===== src/hw/rtl/ptbd_pkg.sv =====
// shared types and constants for the paper tape block deframer
package ptbd_pkg;

	// result kinds, carried on m_tuser
	typedef logic [1:0] kind_t;
	localparam kind_t KIND_DATA = 2'd0;
	localparam kind_t KIND_GOOD = 2'd1;
	localparam kind_t KIND_BAD  = 2'd2;
	localparam kind_t KIND_END  = 2'd3;

	localparam logic [7:0]  MARKER_BYTE = 8'd2;
	localparam logic [15:0] END_ADDRESS = 16'hFFFF;

	typedef logic [15:0] word_t;

	// result payload, declared highest field first, so word_address is the low field of m_tdata
	typedef struct packed {
		word_t computed_sum;
		word_t word_value;
		word_t word_address;
	} result_t;

	// 16-bit sum with end-around carry
	function automatic word_t add_end_around(input word_t sum, input word_t word);
		logic [16:0] s;
		s = {1'b0, sum} + {1'b0, word};
		return s[16] ? (s[15:0] + 16'd1) : s[15:0];
	endfunction

endpackage


===== src/hw/rtl/paper_tape_block_deframer.sv =====
// paper tape block deframer: tape bytes in, data words and block status out
// a byte is held in the input register, and any result it gives then in the output register
// throughput: one byte per cycle; a byte waits in the input register only while a
// finished result still waits for m_tready
// reset: arst_n clears all parse state to the loader marker search and empties both
// registers; the output payload register is not reset
module paper_tape_block_deframer #(
	parameter int LOADER_BYTES = 123
) (
	input  logic        clk,
	input  logic        arst_n,
	input  logic        s_tvalid,
	output logic        s_tready,
	input  logic [7:0]  s_tdata,   // tape_byte
	output logic        m_tvalid,
	input  logic        m_tready,
	output logic [47:0] m_tdata,   // word_address, word_value, computed_sum
	output logic [1:0]  m_tuser    // kind
);

	// parse phases
	localparam logic [3:0] PH_SEEK    = 4'd0;
	localparam logic [3:0] PH_LOADER  = 4'd1;
	localparam logic [3:0] PH_LEN     = 4'd2;
	localparam logic [3:0] PH_ADDR_HI = 4'd3;
	localparam logic [3:0] PH_ADDR_LO = 4'd4;
	localparam logic [3:0] PH_DATA_HI = 4'd5;
	localparam logic [3:0] PH_DATA_LO = 4'd6;
	localparam logic [3:0] PH_SUM_HI  = 4'd7;
	localparam logic [3:0] PH_SUM_LO  = 4'd8;
	localparam logic [3:0] PH_DONE    = 4'd9;

	localparam logic [6:0] LOADER_LAST = 7'(LOADER_BYTES);

	// input register
	logic       valid_s1;
	logic [7:0] byte_s1;

	// parse state
	logic [3:0]     phase_q;
	logic [6:0]     skip_count_q;
	logic [7:0]     words_left_q;
	ptbd_pkg::word_t block_address_q;
	logic [7:0]     word_offset_q;
	logic [7:0]     high_byte_q;
	ptbd_pkg::word_t running_sum_q;

	// output register
	logic              valid_s2;
	ptbd_pkg::kind_t   kind_s2;
	ptbd_pkg::result_t result_s2;

	// next-state and result logic
	logic [3:0]        phase_d;
	logic [6:0]        skip_count_d;
	logic [7:0]        words_left_d;
	ptbd_pkg::word_t   block_address_d;
	logic [7:0]        word_offset_d;
	logic [7:0]        high_byte_d;
	ptbd_pkg::word_t   running_sum_d;
	logic              emit;
	ptbd_pkg::kind_t   kind_d;
	ptbd_pkg::result_t result_d;
	ptbd_pkg::word_t   word;
	ptbd_pkg::word_t   sum_next;
	logic [6:0]        skip_next;
	logic [7:0]        left_next;

	logic out_free;
	logic fire_s1;

	// the output register can take a result when empty or draining this cycle
	assign out_free = !valid_s2 || m_tready;
	assign fire_s1  = valid_s1 && out_free;
	assign s_tready = !valid_s1 || out_free;

	assign word      = {high_byte_q, byte_s1};
	assign sum_next  = ptbd_pkg::add_end_around(running_sum_q, word);
	assign skip_next = skip_count_q + 7'd1;
	assign left_next = words_left_q - 8'd1;

	always_comb begin
		phase_d         = phase_q;
		skip_count_d    = skip_count_q;
		words_left_d    = words_left_q;
		block_address_d = block_address_q;
		word_offset_d   = word_offset_q;
		high_byte_d     = high_byte_q;
		running_sum_d   = running_sum_q;
		emit            = 1'b0;
		kind_d          = ptbd_pkg::KIND_DATA;
		result_d        = '0;
		unique case (phase_q)
			PH_SEEK: begin
				// everything before the loader marker is ignored
				if (byte_s1 == ptbd_pkg::MARKER_BYTE) begin
					skip_count_d = 7'd0;
					phase_d      = PH_LOADER;
				end
			end
			PH_LOADER: begin
				skip_count_d = skip_next;
				if (skip_next >= LOADER_LAST) begin
					phase_d = PH_LEN;
				end
			end
			PH_LEN: begin
				// zero bytes between blocks are leader, skip them
				if (byte_s1 != 8'd0) begin
					words_left_d = byte_s1;
					phase_d      = PH_ADDR_HI;
				end
			end
			PH_ADDR_HI, PH_DATA_HI, PH_SUM_HI: begin
				high_byte_d = byte_s1;
				phase_d     = phase_q + 4'd1;
			end
			PH_ADDR_LO: begin
				if (word == ptbd_pkg::END_ADDRESS) begin
					// end of tape: report once, then ignore the rest
					phase_d               = PH_DONE;
					emit                  = 1'b1;
					kind_d                = ptbd_pkg::KIND_END;
					result_d.word_address = ptbd_pkg::END_ADDRESS;
				end else begin
					block_address_d = word;
					word_offset_d   = 8'd0;
					running_sum_d   = '0;
					phase_d         = PH_DATA_HI;
				end
			end
			PH_DATA_LO: begin
				running_sum_d         = sum_next;
				emit                  = 1'b1;
				kind_d                = ptbd_pkg::KIND_DATA;
				result_d.word_address = block_address_q + {8'd0, word_offset_q};
				result_d.word_value   = word;
				result_d.computed_sum = sum_next;
				word_offset_d         = word_offset_q + 8'd1;
				words_left_d          = left_next;
				phase_d               = (left_next == 8'd0) ? PH_SUM_HI : PH_DATA_HI;
			end
			PH_SUM_LO: begin
				emit                  = 1'b1;
				kind_d                = (word == running_sum_q) ? ptbd_pkg::KIND_GOOD
				                                                 : ptbd_pkg::KIND_BAD;
				result_d.word_address = block_address_q;
				result_d.word_value   = word;
				result_d.computed_sum = running_sum_q;
				phase_d               = PH_LEN;
			end
			default: begin
				// done or an unused code: bytes are dropped
			end
		endcase
	end

	// input register
	always_ff @(posedge clk or negedge arst_n) begin
		if (!arst_n) begin
			valid_s1 <= 1'b0;
		end else if (s_tready) begin
			valid_s1 <= s_tvalid;
		end
	end

	always_ff @(posedge clk) begin
		if (s_tvalid && s_tready) begin
			byte_s1 <= s_tdata;
		end
	end

	// parse state advances once per processed byte
	always_ff @(posedge clk or negedge arst_n) begin
		if (!arst_n) begin
			phase_q         <= PH_SEEK;
			skip_count_q    <= 7'd0;
			words_left_q    <= 8'd0;
			block_address_q <= '0;
			word_offset_q   <= 8'd0;
			high_byte_q     <= 8'd0;
			running_sum_q   <= '0;
		end else if (fire_s1) begin
			phase_q         <= phase_d;
			skip_count_q    <= skip_count_d;
			words_left_q    <= words_left_d;
			block_address_q <= block_address_d;
			word_offset_q   <= word_offset_d;
			high_byte_q     <= high_byte_d;
			running_sum_q   <= running_sum_d;
		end
	end

	// output register
	always_ff @(posedge clk or negedge arst_n) begin
		if (!arst_n) begin
			valid_s2 <= 1'b0;
		end else if (out_free) begin
			valid_s2 <= fire_s1 && emit;
		end
	end

	always_ff @(posedge clk) begin
		if (fire_s1 && emit) begin
			kind_s2   <= kind_d;
			result_s2 <= result_d;
		end
	end

	assign m_tvalid = valid_s2;
	assign m_tdata  = result_s2;
	assign m_tuser  = kind_s2;

endmodule


===== config.mk =====
export PLATFORM = sky130hd
export DESIGN_NAME = paper_tape_block_deframer
export DESIGN_NICKNAME = d
export VERILOG_FILES = /design/src/hw/rtl/ptbd_pkg.sv /design/src/hw/rtl/paper_tape_block_deframer.sv
export SDC_FILE = /design/constraint.sdc
export NUM_CORES = 1
export LEC_CHECK = 0
export ABC_CLOCK_PERIOD_IN_PS = 3400
export BUFFER_PORTS_ARGS = -buffer_cell sky130_fd_sc_hd__buf_2
export CAP_MARGIN = 20
export CELL_PAD_IN_SITES_DETAIL_PLACEMENT = 1
export CELL_PAD_IN_SITES_GLOBAL_PLACEMENT = 1
export CORE_UTILIZATION = 43
export DETAILED_ROUTE_END_ITERATION = 7
export PLACE_DENSITY_LB_ADDON = 0.1
export SLEW_MARGIN = 15
export SYNTH_ARGS = -nofsm -noshare
export SYNTH_HDL_FRONTEND = slang
export SYNTH_SLANG_ARGS = --single-unit
export TNS_END_PERCENT = 10

===== constraint.sdc =====
create_clock -name clk -period 3.4 [get_ports clk]
set_clock_uncertainty 0.2 [all_clocks]
set_input_delay 0.68 -clock clk [delete_from_list [all_inputs] [get_ports clk]]
set_output_delay 0.68 -clock clk [all_outputs]
set_load 0.01 [all_outputs]

==> results of run 1 <==
-- per-layer routing --
metal | GRT usage | vias up | wire, um
li1 | - | 2939 | -
met3 | 0.0448 | 36 | 678
met5 | 0 | - | 0
met1 | 0.337 | 3213 | 10100
met4 | 0.0920 | 0 | 499
met2 | 0.454 | 117 | 11000
-- cells by family (layout without fill, tap and decap cells) --
logic type,count (synthesis),count (layout),share of synthesized area
flip-flops,127,127,0.471
AO/OA/AOI/OAI,189,189,0.165
buffers and inverters,62,181,0.0336
AND/OR/NAND/NOR,262,262,0.176
XOR/XNOR,41,41,0.0488
multiplexers,28,28,0.0425
adder cells (fa/ha/maj),36,36,0.0632
-- synthesized netlist by cell type (all sizes together) (7+ instances only) --
master,instances,area [sq um]
xnor2,21,184
o21ai,66,330
mux2,26,293
o211ai,7,57.6
nand2b,8,50.1
clkbuf,29,109
nand3,25,125
ha,34,425
dfrtp,69,1730
edfxtp,58,1740
nor2b,7,46.3
a21oi,41,205
and3,10,62.6
nand2,80,300
nand4,10,68.8
nor3,16,80.1
buf,8,45.0
a31oi,8,50.1
inv,25,93.8
nor4,10,62.6
and2,20,125
o31ai,9,67.6
nor2,54,203
xor2,20,175
-- critical path, stage by stage, from the launching register on --
cell and delay [ns]:
dfrtp_1 0.38, ha_2 0.20, inv_2 0.06, fa_2 0.22
and2b_2 0.27, o221a_1 0.25, or4b_4 0.50, o31ai_4 0.08
o211ai_2 0.16, nor4_2 0.32, buf_4 0.17, nand3_2 0.10
xnor2_2 0.20, o21ai_1 0.08
-- sequential cells by signal, summed over array words and instances (netlist names) --
register and count:
m_tuser 2, m_tdata 48, words_left_q 8, byte_s1 8, skip_count_q 7, valid_s1 1, m_tvalid 1, block_address_q 16
running_sum_q 16, high_byte_q 8, phase_q 4, word_offset_q 8
-- final timing paths --
path	from	endpoint	slack (ns)	cells after the start
hold / removal	arst_n	running_sum_q[0]$_DFFE_PN0P_	0.10	1
setup reg to reg	running_sum_q[0]$_DFFE_PN0P_	m_tdata[47]$_DFFE_PP_	-0.06	13
min in group clk	s_tdata[2]	byte_s1[2]$_DFFE_PP_	0.24	1
hold reg to reg	block_address_q[15]$_DFFE_PN0P_	block_address_q[15]$_DFFE_PN0P_	0.33	1
max in group asynchronous	arst_n	block_address_q[14]$_DFFE_PN0P_	2.19	2
setup / recovery	running_sum_q[0]$_DFFE_PN0P_	m_tdata[47]$_DFFE_PP_	-0.06	13
-- power by group through the flow --
stage	clock [W]	combinational [W]	sequential, W
after global routing	0.00187	0.00377	0.00246
after detailed placement	0	0.00323	0.00241
final	0.00179	0.00345	0.00239
after CTS	0.00181	0.00331	0.00239
after global placement	0	0.00309	0.00238
after floorplan	0	0.00224	0.00229
-- layout make-up --
type / instances / area, sq um
fill: 1851 / 7650
multi-input combinational: 556 / 3790
clock buffer: 19 / 443
tap: 220 / 275
inverter: 25 / 93.8
timing repair buffer: 124 / 786
clock inverter: 13 / 135
sequential: 127 / 3470
-- stage by stage --
step	worst slack, ns	power (W)	cells	utilization
after global placement	-0.108	0.00547	1045	0.495
after floorplan	0.0229	0.00452	745	-
after global routing	-0.196	0.00810	1084	0.540
final	-0.0563	0.00763	1084	0.540
after CTS	-0.00744	0.00751	1081	0.534
after detailed placement	-0.223	0.00564	1045	0.495
-- timing repair --
item / in CTS / in global routing
setup endpoints to repair: 10 / 14
resized for setup: 8 / 25
buffers inserted: 4 / 3
pin swaps: 10 / 11
==> qor.csv, run 1 <==
stage,metric,value,unit
cts,cts_tree,built,
cts,hold_buffers,0,
synthesis,syn_avg_cell_area,9.89,sq um
power,power.leakage,3.80,nW
floorplanning,start_util,0.443,
final_layout,diodes,0,
timing,tightest_slew,1.07,ns
worst_setup_path,critPathArrivalTime,3.42,ns
worst_setup_path,path_class,flip-flop to flip-flop,
worst_setup_path,cp-start-kind,flip-flop,
timing,setup_viol,3,
final_layout,final_cell_mix,"80 x nand2_1, 69 x dfrtp_1, 63 x buf_2, 60 x buf_4, 58 x edfxtp_1",
timing,slew_violations,0,
power,p_comb_frac,0.452,
synthesis,synth-edff-count,58,
timing,finalCriticalPeriod,3.46,ns
outcome,violations,negative setup slack,
synthesis,synthArstFlopShare,0.543,
min_path,hp-class,primary input to asynchronous set/reset pin,
worst_setup_path,end_kind,flip-flop,
power,p_int,0.00456,W
worst_setup_path,critPathMaxFanout,4,
routing,wl_per_cell,20.6,um
grt,grt_pass1_vias,6623,
final_layout,layout-drive-gt1-share,0.255,
timing,finalSetupTns,-0.0786,ns
power,p_sw_frac,0.402,
floorplanning,dieArea,17700,sq um
grt,grt_overflow,0,
timing,period_share,1.02,
worst_setup_path,crit_required,3.37,ns
cts,cts_buffers,17,
timing,slew-limit-headroom,0.285,
grt,grt_max_degree,45,
outcome,status,finished with violations,
final_layout,area_delta_synth_final,22.1,%
final_layout,final_cell_area,8990,sq um
power,seqPwrFrac,0.313,
power,p_clk_frac,0.235,
floorplanning,num_rows,47,
timing,finalWorstSetupSlack,-0.0563,ns
placement,placed_area,8240,sq um
cts,clk_latency,0.42,ns
synthesis,synthDistinctLibCells,71,
cts,cts-root-buf,clkbuf_16,
job,cap_violations,0,
final_layout,layout.cells.most_common,nand2_1,
placement,portBuffers,63,
floorplanning,die_w,133,um
timing,hold_slack,0.104,ns
grt,grt_antenna_before_repair,0,
grt,grt_use_total,0.265,
placement,dpl.hpwl,16000,um
timing,max_clock_freq,289,MHz
routing,vias,6305,
synthesis,synth_nets,793,
cts,numClockSinks,127,
routing,antenna_left,0,
power,ir_drop,0.430,mV
synthesis,yosysWarnings,0,
power,power.density,849,nW/um^2
timing,rsz0062_at_grt,true,
synthesis,synth_seq_area_share,0.471,
routing,routed_wl,22300,um
routing,viasPerCell,5.82,
synthesis,syn_area,7360,sq um
routing,drcViolationCount,0,
synthesis,synth_seq_cells,127,
floorplanning,ios,64,
routing,drt_first_pass_iters,5,
power,switching_power,0.00307,W
routing,drtIter0Drc,312,
timing,hold_viol_final,0,
cts,path_clk_slew,0.06,ns
synthesis,ys.flop_type,dfrtp_1,
floorplanning,die_h,133,um
grt,grt_pass1_wl,36000,um
final_layout,final_nets,899,
synthesis,syn_inst,745,
cts,htreeDepth,4,
cts,cts_max_path_buffers,2,
floorplanning,core,16600,sq um
placement,gp_congestion,0.882,
(Power assumes the default switching activity.)
==> run 2, diff against run 1 <==
--- a/config.mk
+++ b/config.mk
@@ -5,12 +5,12 @@
 export SDC_FILE = /design/constraint.sdc
 export NUM_CORES = 1
 export LEC_CHECK = 0
-export ABC_CLOCK_PERIOD_IN_PS = 3400
+export ABC_CLOCK_PERIOD_IN_PS = 3200
 export BUFFER_PORTS_ARGS = -buffer_cell sky130_fd_sc_hd__buf_2
 export CAP_MARGIN = 20
 export CELL_PAD_IN_SITES_DETAIL_PLACEMENT = 1
 export CELL_PAD_IN_SITES_GLOBAL_PLACEMENT = 1
-export CORE_UTILIZATION = 43
+export CORE_UTILIZATION = 47
 export DETAILED_ROUTE_END_ITERATION = 7
 export PLACE_DENSITY_LB_ADDON = 0.1
 export SLEW_MARGIN = 15
==> constraint.sdc (replaced) <==
create_clock -name clk -period 3.2 [get_ports clk]
set_clock_uncertainty 0.2 [all_clocks]
set_input_delay 0.64 -clock clk [delete_from_list [all_inputs] [get_ports clk]]
set_output_delay 0.64 -clock clk [all_outputs]
set_load 0.01 [all_outputs]
==> run 2 against run 1 <==
- the flow still finishes with violations (negative setup slack)
- clock power grew 8%
- largest cell class unchanged
- worst hold slack lost 0.016 ns
- sequential cell count is the same
- power grew 14%
- routed wire length grew 4.6%
- via count grew 3.7%
==> qor.csv, run 2 (synthesis results as in run 1) <==
stage,metric,value,unit
routing,drt_first_pass_iters,5,
worst_setup_path,r2r_slack,-0.19,ns
grt,gr-max-usage-layer,met2,
grt,use_met2,0.526,
grt,grt_pass1_vias,6907,
timing,finalWorstSetupSlack,-0.194,ns
cts,cts_buffers,17,
routing,vias,6541,
grt,grt_pass1_wl,36900,um
grt,grt_max_degree,54,
worst_setup_path,crit_required,3.16,ns
final_layout,layout.cells.most_common,buf_4,
routing,drcViolationCount,0,
final_layout,utilization,0.611,
worst_setup_path,critPathArrivalTime,3.36,ns
floorplanning,die_h,127,um
placement,portBuffers,63,
outcome,status,finished with violations,
final_layout,multi_input_area,3850,sq um
cts,htreeDepth,4,
cts,clk_latency,0.43,ns
floorplanning,die_w,127,um
final_layout,area_delta_synth_final,26.6,%
final_layout,final_nets,933,
placement,gp_congestion,0.899,
timing,period_share,1.06,
grt,grt_use_met1,0.371,
job,cap_violations,0,
worst_setup_path,critPathMaxFanout,4,
grt,grt_use_total,0.302,
placement,pre_cts_ws,-0.256,ns
worst_setup_path,cp-start-kind,flip-flop,
grt,grt_antenna_before_repair,0,
timing,rsz0062_at_grt,true,
grt,grt_overflow,0,
worst_setup_path,r2r_end,m_tdata[46]$_DFFE_PP_,
cts,cts-root-buf,clkbuf_16,
timing,setup_viol,8,
final_layout,final_cell_area,9320,sq um
worst_setup_path,path_class,flip-flop to flip-flop,
floorplanning,dieArea,16200,sq um
timing,hold_viol_final,0,
final_layout,largest_register_ffs,48,
worst_setup_path,timing.rr.start,byte_s1[0]$_DFFE_PP_,
timing,max_clock_freq,295,MHz
timing,hold_slack,0.0884,ns
routing,viasPerCell,5.90,
worst_setup_path,r2r_cells,12,
cts,cts_max_path_buffers,2,
min_path,hp-class,primary input to asynchronous set/reset pin,
floorplanning,start_util,0.483,
final_layout,final_cell_mix,"92 x buf_4, 79 x nand2_1, 69 x dfrtp_1, 63 x buf_2, 58 x edfxtp_1",
timing,tightest_slew,0.766,ns
cts,numClockSinks,127,
placement,dpl.hpwl,16600,um
final_layout,seqCellArea,3470,sq um
floorplanning,ios,64,
worst_setup_path,end_kind,flip-flop,
routing,wl_per_cell,21.0,um
outcome,violations,negative setup slack,
timing,slew-limit-headroom,0.489,
timing,finalCriticalPeriod,3.39,ns
cts,cts_tree,built,
floorplanning,num_rows,45,
routing,drtIter0Drc,417,
power,ir_drop,0.480,mV
final_layout,layout-drive-gt1-share,0.294,
timing,slew_violations,0,
routing,antenna_left,0,
placement,placed_area,8520,sq um
cts,hold_buffers,0,
floorplanning,core,15300,sq um
cts,path_clk_slew,0.06,ns
final_layout,diodes,0,
final_layout,fillCellCount,1708,
routing,routed_wl,23300,um
power,power.density,931,nW/um^2
grt,met3_usage,0.0515,
power,power.leakage,3.99,nW
run 2: worst max path at each step:
stage,startpoint,to,slack (ns),depth (start not counted)
3_3_place_gp,byte_s1[0]$_DFFE_PP_,m_tdata[46]$_DFFE_PP_,-0.17,12
5_1_grt,byte_s1[0]$_DFFE_PP_,m_tdata[46]$_DFFE_PP_,-0.30,12
2_1_floorplan,byte_s1[0]$_DFFE_PP_,m_tdata[46]$_DFFE_PP_,-0.12,12
3_5_place_dp,running_sum_q[0]$_DFFE_PN0P_,m_tdata[46]$_DFFE_PP_,-0.26,12
6_report,byte_s1[0]$_DFFE_PP_,m_tdata[46]$_DFFE_PP_,-0.19,12
4_1_cts,byte_s1[0]$_DFFE_PP_,m_tdata[46]$_DFFE_PP_,-0.23,12
run 2: cell type report:
cell class                 count  area share
clock inverter                15      0.0174
tap                          211      0.0283
timing repair buffer         158       0.113
sequential                   127       0.372
multi-input combinational    556       0.413
clock buffer                  17      0.0456
inverter                      25      0.0101
run 2: report_power, final:
group	total [W]	switching, W	leakage, nW	internal [W]
clock	0.00194	0.000786	0.281	0.00116
combinational	0.00417	0.00231	2.27	0.00186
sequential	0.00257	0.000443	1.43	0.00212
run 2: stage by stage:
stage	total power (W)	std cells	setup TNS, ns
3_5_place_dp	0.00640	1071	-1.14
5_1_grt	0.00914	1109	-2.35
6_report	0.00868	1109	-0.778
4_1_cts	0.00847	1106	-1.02
2_1_floorplan	0.00481	745	-0.157
3_3_place_gp	0.00616	1071	-0.619
run 2: per-layer routing:
metal,part of all wire,wire (um)
met3,0.031,729
met5,0,0
met1,0.42,9890
met4,0.032,744
met2,0.51,12000
run 2: worst max-delay path, cell delays in order, from the launching register on:
cell and delay [ns]:
edfxtp_1 0.45, ha_4 0.20, inv_2 0.05, fa_2 0.19, and2b_2 0.24, o221a_1 0.23
or4b_4 0.50, o31ai_4 0.08, o211ai_2 0.14, or4_4 0.47, nor2b_4 0.14, xnor2_2 0.13
o21ai_1 0.08
run 2: repair_timing:
| item | 4_1_cts | 5_1_grt |
|---|---|---|
| gates resized for setup | 10 | 29 |
| buffers inserted | 3 | 3 |
| pin swaps | 9 | 15 |
| setup endpoints to repair | 16 | 26 |
